==> config.mk <==
export PLATFORM = sky130hd
export DESIGN_NAME = bitmap_bit_allocator_flat
export DESIGN_NICKNAME = d
export VERILOG_FILES = /design/src/hdl/bba_pkg.sv /design/src/hdl/bba_chan_if.sv /design/src/hdl/bba_mark_store.sv /design/src/hdl/bitmap_bit_allocator.sv /design/src/flat_wrapper.sv
export SDC_FILE = /design/constraint.sdc
export NUM_CORES = 2
export LEC_CHECK = 0
export ABC_AREA = 1
export BUFFER_PORTS_ARGS = -buffer_cell sky130_fd_sc_hd__buf_2
export CORE_MARGIN = 3
export CORE_UTILIZATION = 55
export DETAILED_ROUTE_END_ITERATION = 10
export HOLD_SLACK_MARGIN = 0.03
export PLACE_DENSITY = 0.72
export REMOVE_ABC_BUFFERS = 1
export SLEW_MARGIN = 40
export SYNTH_ARGS = -nofsm -noshare
export SYNTH_HDL_FRONTEND = slang
export SYNTH_SLANG_ARGS = --single-unit
==> constraint.sdc <==
create_clock -name clk -period 10.45 [get_ports clk]
set_clock_uncertainty 0.1 [all_clocks]
set_input_delay 0.5225 -clock clk [delete_from_list [all_inputs] [get_ports clk]]
set_output_delay 0.5225 -clock clk [all_outputs]
set_load 0.05 [all_outputs]
==> src/hdl/bba_pkg.sv <==
// Shared constants and types of the bitmap bit allocator.
`timescale 1ns / 1ps
package bba_pkg;

	// Default geometry of the mark store.
	localparam int WORD_BITS_DEF  = 32;
	localparam int TOTAL_BITS_DEF = 1024;

	// The allocated index is 10 bits wide, so no count above this is usable.
	localparam int INDEX_SPAN = 1024;

	localparam int REQ_W = 3;
	localparam int IDX_W = 10;
	localparam int CNT_W = 11;

	localparam logic [CNT_W-1:0] BIT_COUNT_RESET = 11'd1024;

	// Configuration port.
	localparam int APB_AW = 2;
	localparam int APB_DW = 32;
	localparam logic [APB_AW-1:0] ADDR_BIT_COUNT = 2'd0;

	typedef enum logic [REQ_W-1:0] {
		REQ_SET       = 3'd0,
		REQ_CLEAR     = 3'd1,
		REQ_TEST      = 3'd2,
		REQ_SET_ALL   = 3'd3,
		REQ_CLEAR_ALL = 3'd4,
		REQ_FIND      = 3'd5
	} req_code_t;

endpackage

==> src/hdl/bba_chan_if.sv <==
// Valid/ready channel interfaces for requests and responses of the allocator.
`timescale 1ns / 1ps
interface bba_req_if;
	logic                        valid;
	logic                        ready;
	logic [bba_pkg::REQ_W-1:0]   req_type;
	logic [bba_pkg::IDX_W-1:0]   bit_index;

	modport source (output valid, output req_type, output bit_index, input ready);
	modport sink   (input valid, input req_type, input bit_index, output ready);
endinterface

interface bba_rsp_if;
	logic                        valid;
	logic                        ready;
	logic                        bit_was_set;
	logic [bba_pkg::IDX_W-1:0]   alloc_index;
	logic                        failed;

	modport source (output valid, output bit_was_set, output alloc_index, output failed,
		input ready);
	modport sink   (input valid, input bit_was_set, input alloc_index, input failed,
		output ready);
endinterface

==> src/hdl/bba_mark_store.sv <==
// Word store of allocation marks with per-word valid bits and a registered read.
`timescale 1ns / 1ps
module bba_mark_store #(
	parameter int WORD_BITS = bba_pkg::WORD_BITS_DEF,
	parameter int DEPTH     = 32,
	parameter int AW        = 5
) (
	input  logic                 clk,
	input  logic                 arst_n,
	input  logic                 wr_en,
	input  logic [AW-1:0]        wr_addr,
	input  logic [WORD_BITS-1:0] wr_data,
	input  logic [AW-1:0]        rd_addr,
	output logic [WORD_BITS-1:0] rd_data
);

	logic [WORD_BITS-1:0] mem_q [DEPTH];
	logic [DEPTH-1:0]     vld_q;
	logic [WORD_BITS-1:0] rd_word_q;
	logic                 rd_vld_q;

	always_ff @(posedge clk) begin
		if (wr_en) begin
			mem_q[wr_addr] <= wr_data;
		end
		rd_word_q <= mem_q[rd_addr];
	end

	// A word never written reads as zero, which is its reset value.
	always_ff @(posedge clk or negedge arst_n) begin
		if (!arst_n) begin
			vld_q    <= '0;
			rd_vld_q <= 1'b0;
		end else begin
			if (wr_en) begin
				vld_q[wr_addr] <= 1'b1;
			end
			rd_vld_q <= vld_q[rd_addr];
		end
	end

	assign rd_data = rd_vld_q ? rd_word_q : '0;

endmodule

==> src/hdl/bitmap_bit_allocator.sv <==
// Top level of the bitmap bit allocator: sequencer, shared word adder and APB register.
`timescale 1ns / 1ps
//
//  Channel   Role    Handshake           Content
//  req       sink    valid/ready         req_type, bit_index
//  rsp       source  valid/ready         bit_was_set, alloc_index, failed
//  apb       slave   psel/penable        bit_count at byte address 0
//
// Find and set scans one word a cycle through the registered store read until a free bit
// turns up or the words that cover the count are passed; set all and clear all write each
// covering word in turn; set, clear and test step to their word with the shared adder.
// Failing set, clear and test requests and unknown codes go straight to the final state.
// Reset clears the store's valid bits, so no clearing pass runs.
// A stalled rsp holds the sequencer in its final state, and req is ready only when idle.
module bitmap_bit_allocator #(
	parameter int WORD_BITS  = bba_pkg::WORD_BITS_DEF,
	parameter int TOTAL_BITS = bba_pkg::TOTAL_BITS_DEF
) (
	input  logic                         clk,
	input  logic                         arst_n,
	input  logic                         psel,
	input  logic                         penable,
	input  logic                         pwrite,
	input  logic [bba_pkg::APB_AW-1:0]   paddr,
	input  logic [bba_pkg::APB_DW-1:0]   pwdata,
	output logic [bba_pkg::APB_DW-1:0]   prdata,
	output logic                         pready,
	bba_req_if.sink                      req,
	bba_rsp_if.source                    rsp
);

	// Only bits below the index span can ever be touched, so the store holds just the
	// words that cover them.
	localparam int LIMIT      = (TOTAL_BITS < bba_pkg::INDEX_SPAN) ? TOTAL_BITS
		: bba_pkg::INDEX_SPAN;
	localparam int USED_WORDS = (LIMIT + WORD_BITS - 1) / WORD_BITS;
	localparam int AW         = (USED_WORDS > 1) ? $clog2(USED_WORDS) : 1;
	localparam int WCNT_W     = $clog2(USED_WORDS + 1);
	localparam int BIT_W      = $clog2(WORD_BITS);
	localparam int CNT_W      = bba_pkg::CNT_W;
	localparam int IDX_W      = bba_pkg::IDX_W;

	localparam logic [CNT_W-1:0] LIMIT_C = CNT_W'(LIMIT);
	localparam logic [CNT_W-1:0] WB_C    = CNT_W'(WORD_BITS);

	typedef enum logic [2:0] {
		S_IDLE,
		S_LOC,
		S_RD,
		S_MOD,
		S_FILL,
		S_SCAN,
		S_FIN
	} state_t;

	state_t                 state_q;
	bba_pkg::req_code_t     req_q;
	logic [IDX_W-1:0]       idx_q;
	logic [CNT_W-1:0]       count_q;
	logic [CNT_W-1:0]       base_q;
	logic [WCNT_W-1:0]      word_q;
	logic                   fill_ones_q;
	logic [CNT_W-1:0]       bit_count_q;

	logic                   res_set_q;
	logic [IDX_W-1:0]       res_alloc_q;
	logic                   res_fail_q;

	logic                   rsp_valid_q;
	logic                   rsp_set_q;
	logic [IDX_W-1:0]       rsp_alloc_q;
	logic                   rsp_fail_q;

	// Scan pipeline: the word read in the previous cycle is checked in this one.
	logic                   chk_vld_s1;
	logic [CNT_W-1:0]       chk_base_s1;
	logic [AW-1:0]          chk_word_s1;

	logic [CNT_W-1:0]       live_count;
	logic [CNT_W-1:0]       base_sum;
	logic                   issue_ok;
	logic [CNT_W-1:0]       left_bits;
	logic [WORD_BITS-1:0]   lim_mask;
	logic [WORD_BITS-1:0]   free_bits;
	logic                   hit;
	logic [BIT_W-1:0]       hit_pos;
	logic                   hit_found;
	logic [CNT_W-1:0]       alloc_sum;
	logic [CNT_W-1:0]       idx_off;
	logic [BIT_W-1:0]       bit_pos;
	logic [WORD_BITS-1:0]   bit_mask;
	logic                   slot_free;

	logic                   wr_en;
	logic [AW-1:0]          wr_addr;
	logic [WORD_BITS-1:0]   wr_data;
	logic [WORD_BITS-1:0]   rd_data;

	// ---------------------------------------------------------------- configuration
	assign pready = 1'b1;
	assign prdata = (paddr == bba_pkg::ADDR_BIT_COUNT) ? bba_pkg::APB_DW'(bit_count_q) : '0;

	always_ff @(posedge clk or negedge arst_n) begin
		if (!arst_n) begin
			bit_count_q <= bba_pkg::BIT_COUNT_RESET;
		end else if (psel && penable && pwrite && (paddr == bba_pkg::ADDR_BIT_COUNT)) begin
			bit_count_q <= pwdata[CNT_W-1:0];
		end
	end

	// The count in use saturates at the store size and the index span.
	assign live_count = (bit_count_q > LIMIT_C) ? LIMIT_C : bit_count_q;

	// ---------------------------------------------------------------- shared datapath
	// One adder steps the word base, for locating a bit, filling and scanning alike.
	assign base_sum = base_q + WB_C;
	assign issue_ok = base_q < count_q;

	// Position of the single-bit target inside its word once the walk has stopped.
	assign idx_off  = {1'b0, idx_q} - base_q;
	assign bit_pos  = idx_off[BIT_W-1:0];
	assign bit_mask = WORD_BITS'(1) << bit_pos;

	// Free bits of the word under check, cut off at the count.
	assign left_bits = count_q - chk_base_s1;

	always_comb begin
		for (int p = 0; p < WORD_BITS; p++) begin
			lim_mask[p] = CNT_W'(p) < left_bits;
		end
	end

	assign free_bits = ~rd_data & lim_mask;

	always_comb begin
		hit     = 1'b0;
		hit_pos = '0;
		for (int p = WORD_BITS - 1; p >= 0; p--) begin
			if (free_bits[p]) begin
				hit     = 1'b1;
				hit_pos = BIT_W'(p);
			end
		end
	end

	assign hit_found = (state_q == S_SCAN) && chk_vld_s1 && hit;
	assign alloc_sum = chk_base_s1 + CNT_W'(hit_pos);

	// ---------------------------------------------------------------- store port
	always_comb begin
		wr_en   = 1'b0;
		wr_addr = word_q[AW-1:0];
		wr_data = rd_data;
		unique case (state_q)
			S_MOD: begin
				if (req_q == bba_pkg::REQ_SET) begin
					wr_en   = 1'b1;
					wr_data = rd_data | bit_mask;
				end else if (req_q == bba_pkg::REQ_CLEAR) begin
					wr_en   = 1'b1;
					wr_data = rd_data & ~bit_mask;
				end
			end
			S_FILL: begin
				wr_en   = issue_ok;
				wr_data = fill_ones_q ? '1 : '0;
			end
			S_SCAN: begin
				wr_en   = hit_found;
				wr_addr = chk_word_s1;
				wr_data = rd_data | (WORD_BITS'(1) << hit_pos);
			end
			S_IDLE, S_LOC, S_RD, S_FIN: begin
			end
		endcase
	end

	bba_mark_store #(
		.WORD_BITS (WORD_BITS),
		.DEPTH     (USED_WORDS),
		.AW        (AW)
	) u_store (
		.clk     (clk),
		.arst_n  (arst_n),
		.wr_en   (wr_en),
		.wr_addr (wr_addr),
		.wr_data (wr_data),
		.rd_addr (word_q[AW-1:0]),
		.rd_data (rd_data)
	);

	// ---------------------------------------------------------------- sequencer
	assign req.ready = (state_q == S_IDLE);
	assign slot_free = !rsp_valid_q || rsp.ready;

	always_ff @(posedge clk or negedge arst_n) begin
		if (!arst_n) begin
			state_q     <= S_IDLE;
			req_q       <= bba_pkg::REQ_SET;
			idx_q       <= '0;
			count_q     <= '0;
			base_q      <= '0;
			word_q      <= '0;
			fill_ones_q <= 1'b0;
			res_set_q   <= 1'b0;
			res_alloc_q <= '0;
			res_fail_q  <= 1'b0;
			chk_vld_s1  <= 1'b0;
			chk_base_s1 <= '0;
			chk_word_s1 <= '0;
			rsp_valid_q <= 1'b0;
			rsp_set_q   <= 1'b0;
			rsp_alloc_q <= '0;
			rsp_fail_q  <= 1'b0;
		end else begin
			chk_vld_s1  <= (state_q == S_SCAN) && issue_ok && !hit_found;
			chk_base_s1 <= base_q;
			chk_word_s1 <= word_q[AW-1:0];

			// The final state loads the next response itself, so it is left out here.
			if (rsp.ready && (state_q != S_FIN)) begin
				rsp_valid_q <= 1'b0;
			end

			unique case (state_q)
				S_IDLE: begin
					if (req.valid) begin
						idx_q       <= req.bit_index;
						count_q     <= live_count;
						base_q      <= '0;
						word_q      <= '0;
						res_set_q   <= 1'b0;
						res_alloc_q <= '0;
						res_fail_q  <= 1'b0;
						unique case (req.req_type)
							bba_pkg::REQ_SET, bba_pkg::REQ_CLEAR, bba_pkg::REQ_TEST: begin
								req_q <= bba_pkg::req_code_t'(req.req_type);
								if ({1'b0, req.bit_index} >= live_count) begin
									res_fail_q <= 1'b1;
									state_q    <= S_FIN;
								end else begin
									state_q <= S_LOC;
								end
							end
							bba_pkg::REQ_SET_ALL, bba_pkg::REQ_CLEAR_ALL: begin
								req_q       <= bba_pkg::req_code_t'(req.req_type);
								fill_ones_q <= (req.req_type == bba_pkg::REQ_SET_ALL);
								state_q     <= S_FILL;
							end
							bba_pkg::REQ_FIND: begin
								req_q   <= bba_pkg::REQ_FIND;
								state_q <= S_SCAN;
							end
							default: begin
								res_fail_q <= 1'b1;
								state_q    <= S_FIN;
							end
						endcase
					end
				end
				S_LOC: begin
					// Step one word forward while the bit lies beyond the current word.
					if ({1'b0, idx_q} >= base_sum) begin
						base_q <= base_sum;
						word_q <= word_q + WCNT_W'(1);
					end else begin
						state_q <= S_RD;
					end
				end
				S_RD: begin
					state_q <= S_MOD;
				end
				S_MOD: begin
					if (req_q == bba_pkg::REQ_TEST) begin
						res_set_q <= rd_data[bit_pos];
					end
					state_q <= S_FIN;
				end
				S_FILL: begin
					if (issue_ok) begin
						base_q <= base_sum;
						word_q <= word_q + WCNT_W'(1);
					end else begin
						state_q <= S_FIN;
					end
				end
				S_SCAN: begin
					if (hit_found) begin
						res_alloc_q <= alloc_sum[IDX_W-1:0];
						state_q     <= S_FIN;
					end else if (issue_ok) begin
						base_q <= base_sum;
						word_q <= word_q + WCNT_W'(1);
					end else if (!chk_vld_s1) begin
						res_fail_q <= 1'b1;
						state_q    <= S_FIN;
					end
				end
				S_FIN: begin
					if (slot_free) begin
						rsp_valid_q <= 1'b1;
						rsp_set_q   <= res_set_q;
						rsp_alloc_q <= res_alloc_q;
						rsp_fail_q  <= res_fail_q;
						state_q     <= S_IDLE;
					end
				end
			endcase
		end
	end

	assign rsp.valid       = rsp_valid_q;
	assign rsp.bit_was_set = rsp_set_q;
	assign rsp.alloc_index = rsp_alloc_q;
	assign rsp.failed      = rsp_fail_q;

	// ---------------------------------------------------------------- checks
`ifndef SYNTHESIS
	// A response only appears out of the final state of the sequencer.
	a_rsp_from_fin: assert property (@(posedge clk) disable iff (!arst_n)
		$rose(rsp_valid_q) |-> ($past(state_q) == S_FIN))
		else $error("response raised outside the final state");

	// A bit handed out always lies below the count in use.
	a_alloc_below_count: assert property (@(posedge clk) disable iff (!arst_n)
		hit_found |-> (alloc_sum < count_q))
		else $error("allocated index not below the count");

	// A set test bit never comes with a failure.
	a_test_not_failed: assert property (@(posedge clk) disable iff (!arst_n)
		(rsp_valid_q && rsp_set_q) |-> !rsp_fail_q)
		else $error("test result and failure raised together");

	// The check stage only carries a word read during a scan.
	a_chk_in_scan: assert property (@(posedge clk) disable iff (!arst_n)
		chk_vld_s1 |-> ($past(state_q) == S_SCAN) && (state_q == S_SCAN))
		else $error("scan check stage valid outside a scan");
`endif

endmodule

==> src/flat_wrapper.sv <==
// flat-port wrapper written by rule: the top's interface ports become plain ports
module bitmap_bit_allocator_flat 
#(
	parameter int WORD_BITS  = bba_pkg::WORD_BITS_DEF,
	parameter int TOTAL_BITS = bba_pkg::TOTAL_BITS_DEF
)
  (clk, arst_n, psel, penable, pwrite, paddr, pwdata, prdata, pready, req_valid, req_req_type, req_bit_index, req_ready, rsp_valid, rsp_bit_was_set, rsp_alloc_index, rsp_failed, rsp_ready);
  bba_req_if req_i ();
  bba_rsp_if rsp_i ();
  input  logic clk;
  input  logic arst_n;
  input  logic psel;
  input  logic penable;
  input  logic pwrite;
  input  logic [bba_pkg::APB_AW-1:0] paddr;
  input  logic [bba_pkg::APB_DW-1:0] pwdata;
  output logic [bba_pkg::APB_DW-1:0] prdata;
  output logic pready;
  input wire logic [$bits(req_i.valid)-1:0] req_valid;
  input wire logic [$bits(req_i.req_type)-1:0] req_req_type;
  input wire logic [$bits(req_i.bit_index)-1:0] req_bit_index;
  output wire logic [$bits(req_i.ready)-1:0] req_ready;
  output wire logic [$bits(rsp_i.valid)-1:0] rsp_valid;
  output wire logic [$bits(rsp_i.bit_was_set)-1:0] rsp_bit_was_set;
  output wire logic [$bits(rsp_i.alloc_index)-1:0] rsp_alloc_index;
  output wire logic [$bits(rsp_i.failed)-1:0] rsp_failed;
  input wire logic [$bits(rsp_i.ready)-1:0] rsp_ready;
  assign req_i.valid = req_valid;
  assign req_i.req_type = req_req_type;
  assign req_i.bit_index = req_bit_index;
  assign req_ready = req_i.ready;
  assign rsp_valid = rsp_i.valid;
  assign rsp_bit_was_set = rsp_i.bit_was_set;
  assign rsp_alloc_index = rsp_i.alloc_index;
  assign rsp_failed = rsp_i.failed;
  assign rsp_i.ready = rsp_ready;
  bitmap_bit_allocator #(.WORD_BITS(WORD_BITS), .TOTAL_BITS(TOTAL_BITS)) u_core (.clk(clk), .arst_n(arst_n), .psel(psel), .penable(penable), .pwrite(pwrite), .paddr(paddr), .pwdata(pwdata), .prdata(prdata), .pready(pready), .req(req_i), .rsp(rsp_i));
endmodule
==> impl_results.md <==
- Status: completed
- Drt pass-1 iters: 6
- Nets: 4356
- Row count: 109
- CP required: 10.72 ns
- Simple-Gate Fraction of Synth Area: 0.116
- Area Overhead vs Synth: 12.2%
- CTS sink count: 1176
- Data arrival, critical path: 5.93 ns
- Vias/cell: 6.25
- Synth unique cells: 61
- Vias: 34595
- Num ports: 101
- Syn_area_per_cell: 11.6 sq um
- GP Congestion: 0.978
- RSZ-0062 raised after global routing: no
- Core Area: 88600 sq um
- Syn Std Cell Area: 49300 sq um
- Share of layout cells above drive strength 1: 0.104
- H-Tree Depth: 3
- Seq/Total Area, Yosys: 0.698
- Post-layout util: 0.624
- Setup crit start kind: flop
- Largest net degree at the start of global routing: 140
- Initial core utilization: 0.556
- GR Layer Usage met1: 0.414
- CP max FO: 32
- Clock latency on the worst-skew pair: 0.70 ns
- Placed cell count: 5297
- R2R depth: 19
- Drt total wl: 139000 um
- Starting DRT DRC Count: 4391
- Initial antenna violation count: 1
- Post-synth EDFFs: 1024
- Total grt overflow: 0
- Class of the tightest hold or removal check: input pin to flop
- Main combinational cell family by area after synthesis: compound AO/OA/AOI/OAI gates
- R2r endpoint: u_core.u_store.mem_q[17][27]$_DFFE_PP_
- Path type of the worst setup path: flop to flop
- Sw frac: 0.372
- Grt peak-use layer: met2
- Combinational share of power: 0.341
- GRT Util Overall: 0.293
- Worst reg2reg path startpoint: u_core.count_q[6]$_DFFE_PN0P_
- Post-cts resize count: 0
- Top cell by count, worst path: nand2_1
- Final ANT Viol Nets: 0
- Clock power frac: 0.236
- Reg2reg setup slack: 4.79 ns
- YS warnings: 0
- FF+latch area: 34400 sq um
- Peak VDD IR: 0.235 mV
- Final period utilization: 0.542
- Post-Synth Adder-Cell Area: 0.00838
- Max_cap viols: 0
- Fillers: 6708
- Met3 Use GR: 0.0537
- Final Hold Vio Count: 0
- Leakage power: 0.0192 uW
- Post-synth ARST share: 0.102
- Clock slew at reported path FFs: 0.06 ns
- Per-cell routed wire length: 25.2 um
- Worst hold stages: 3
- Worst slew margin: 0.409
- Critical path endpoint category: flop
- CP max-delay cell: a21oi_4
- Clock Root Buffer: clkbuf_16
- Pint: 10700 uW
- Psw: 6350 uW
- Seq cells post-synth: 1176
- Setup violations, final: 0
- First-pass GRT wire length: 205000 um
- TritonCTS Buffers: 114
- Area used by multi-input combinational logic: 13500 sq um
- Detailed placer's ending HPWL: 76200 um
- Max Root-Sink Buffers: 3
- Final worst path period need: 5.66 ns
- Fin. max-slew vios: 0
- Cell Count, Final, Fillers Out: 5531
- Multiplexer share of the synthesized area: 0.000228
- Slowest Stage Delay on Critical Path: 0.65 ns
- Synth Area in Compound Gates: 0.136
- Die H: 305 um
- Synth Area in XOR/XNOR: 0.00142
- DIE AREA: 93200 sq um
- Met2 GRT Util: 0.449
- IO buf count: 57
- Hold EP: u_core.idx_q[3]$_DFFE_PN0P_
- Die W: 305 um
- Critical path, cell by cell: ha_1 > nand2_1 > nor2_1 > nand3_1 > nand2_1 > nand2_1 > nand2_1 > nand3_4 > nor2_4 > nand2_1 > o21ai_0 > nand2_1 > nor2_1 > nand2_1 > nand2_1 > clkinv_1 > nor4_1 > o21ai_1 > a21oi_4
- PwrDens: 309 nW/um^2
- CTS tree: yes
- Slew @ Worst Pin: 0.887 ns
- Gate Count Post-Synth: 4245
- Fmax: 177 MHz
- Synth Flop Type: edfxtp_1
- Hold Startpoint: req_bit_index[3]
- Vias in the first global route: 32511
- Sequential share of power: 0.422
- # DRC: 0
==> cell families after synthesis <==
logic type      after synthesis
compound gates             1163
xor+xnor                      8
fa+ha+maj                    33
buf+inv                     486
flops                      1176
mux                           1
other cells                   2
simple gates               1376
==> sequential cells by signal (all words and copies together), names as in the netlist, 3 cells and up <==
signal                    count
u_core.u_store.mem_q       1024
u_core.u_store.vld_q         32
u_core.word_q                 5
u_core.req_q                  3
u_core.res_alloc_q           10
u_core.rsp.alloc_index       10
u_core.chk_word_s1            5
u_core.count_q               11
u_core.state_q                3
u_core.u_store.rd_word_q     32
u_core.chk_base_s1            6
u_core.base_q                 6
u_core.idx_q                 10
u_core.bit_count_q           11
==> cell type report <==
type	count	share of cell area
diodes	1	0.0000453
clock buffers	153	0.0564
clock inverters	59	0.0102
inverters	196	0.0136
multi-input cells	2608	0.245
flip-flops and latches	1176	0.622
well taps	1165	0.0264
repair buffers	173	0.0263
==> power by group through the flow <==
stage                     clock (uW)  sequential [uW]  combinational [uW]
after floorplan                    0             7460                3400
after global placement             0             7330                5400
after detailed placement           0             7310                5670
after CTS                       4070             7220                5700
after global routing            4270             7230                6390
final                           4030             7210                5830
==> routing by layer <==
layer  vias up  wire, um  part of all wire
met2      1875     63300              0.45
li1      15445         -                 -
met3       352     13900              0.10
met4         0      6300             0.045
met1     16923     55900              0.40
met5         -         0                 0
==> worst max-delay path, delay by kind of cell, from the launching register on <==
kind / cells / cell delay, ns
compound gates: 3 / 1.30
simple gates: 14 / 2.58
fa+ha+maj: 1 / 0.38
buf+inv: 1 / 0.51
flops: 1 / 0.42
==> layout by cell type (no fill, tap or decap), types with 9 or more instances in the layout <==
master and count:
edfxtp_1 1024, o21ai_0 675, nor2_1 639, nand2_1 437, inv_1 177, o22ai_1 169
nand3_1 121, dfrtp_1 116, clkbuf_16 115, o221ai_1 105, a21oi_1 74, buf_4 70
buf_2 56, nand4_1 49, nor2_4 37, o211ai_1 35, ha_1 33, dfxtp_1 32
nor3_1 28, clkbuf_1 28, conb_1 27, clkinv_2 26, clkinv_1 24, or2_2 20
o21ai_1 19, dlygate4sd3_1 19, a21oi_4 15, buf_6 12, nor4_1 11, clkbuf_8 10
o21bai_1 9, o32ai_1 9, bufinv_16 9
==> synth_stat cells (10+ instances only) <==
cell type,number,area share
inv_1,179,0.014
o211ai_1,35,0.0053
o221ai_1,105,0.019
clkbuf_1,238,0.018
clkinv_1,10,0.00076
edfxtp_1,1024,0.62
nor4_1,11,0.0014
buf_4,22,0.0034
ha_1,33,0.0084
o22ai_1,169,0.021
nand2_1,439,0.033
buf_1,18,0.0014
a21oi_1,93,0.0094
dfxtp_1,32,0.013
or2_2,20,0.0025
o21ai_1,19,0.0019
nand3_1,123,0.012
nor2_1,673,0.051
nand4_1,49,0.0062
dfrtp_1,119,0.060
nor3_1,29,0.0029
buf_2,10,0.0010
o21ai_0,675,0.069
==> timing repair <==
item	CTS	global route
hold buffers	19	0
hold endpoints to repair	59	0
setup buffers	0	0
==> stage by stage <==
step	area, sq um	total power, uW	setup WS, ns	hold slack (ns)	TNS, ns
6_report	55300	17100	4.79	0.0631	0
2_1_floorplan	48200	10900	-8.87	0.127	-300.73
4_1_cts	55200	17000	4.99	0.0357	0
3_5_place_dp	51400	13000	5.04	0.336	0
5_1_grt	55300	17900	4.40	0.0835	0
3_3_place_gp	50900	12700	4.70	0.334	0
==> worst max-delay path by stage <==
stage                                                  end                            start  slack [ns]
global route        u_core.u_store.mem_q[17][27]$_DFFE_PP_  u_core.chk_base_s1[5]$_DFF_PN0_        4.40
global placement    u_core.u_store.mem_q[16][25]$_DFFE_PP_    u_core.count_q[5]$_DFFE_PN0P_        4.70
detailed placement  u_core.u_store.mem_q[16][18]$_DFFE_PP_    u_core.count_q[6]$_DFFE_PN0P_        5.04
CTS                 u_core.u_store.mem_q[16][31]$_DFFE_PP_  u_core.chk_base_s1[5]$_DFF_PN0_        4.99
finish              u_core.u_store.mem_q[17][27]$_DFFE_PP_    u_core.count_q[6]$_DFFE_PN0P_        4.79
floorplan             u_core.u_store.rd_word_q[12]$_DFF_P_     u_core.word_q[0]$_DFFE_PN0P_       -8.87
No activity file was read; power rests on OpenSTA's default activity.
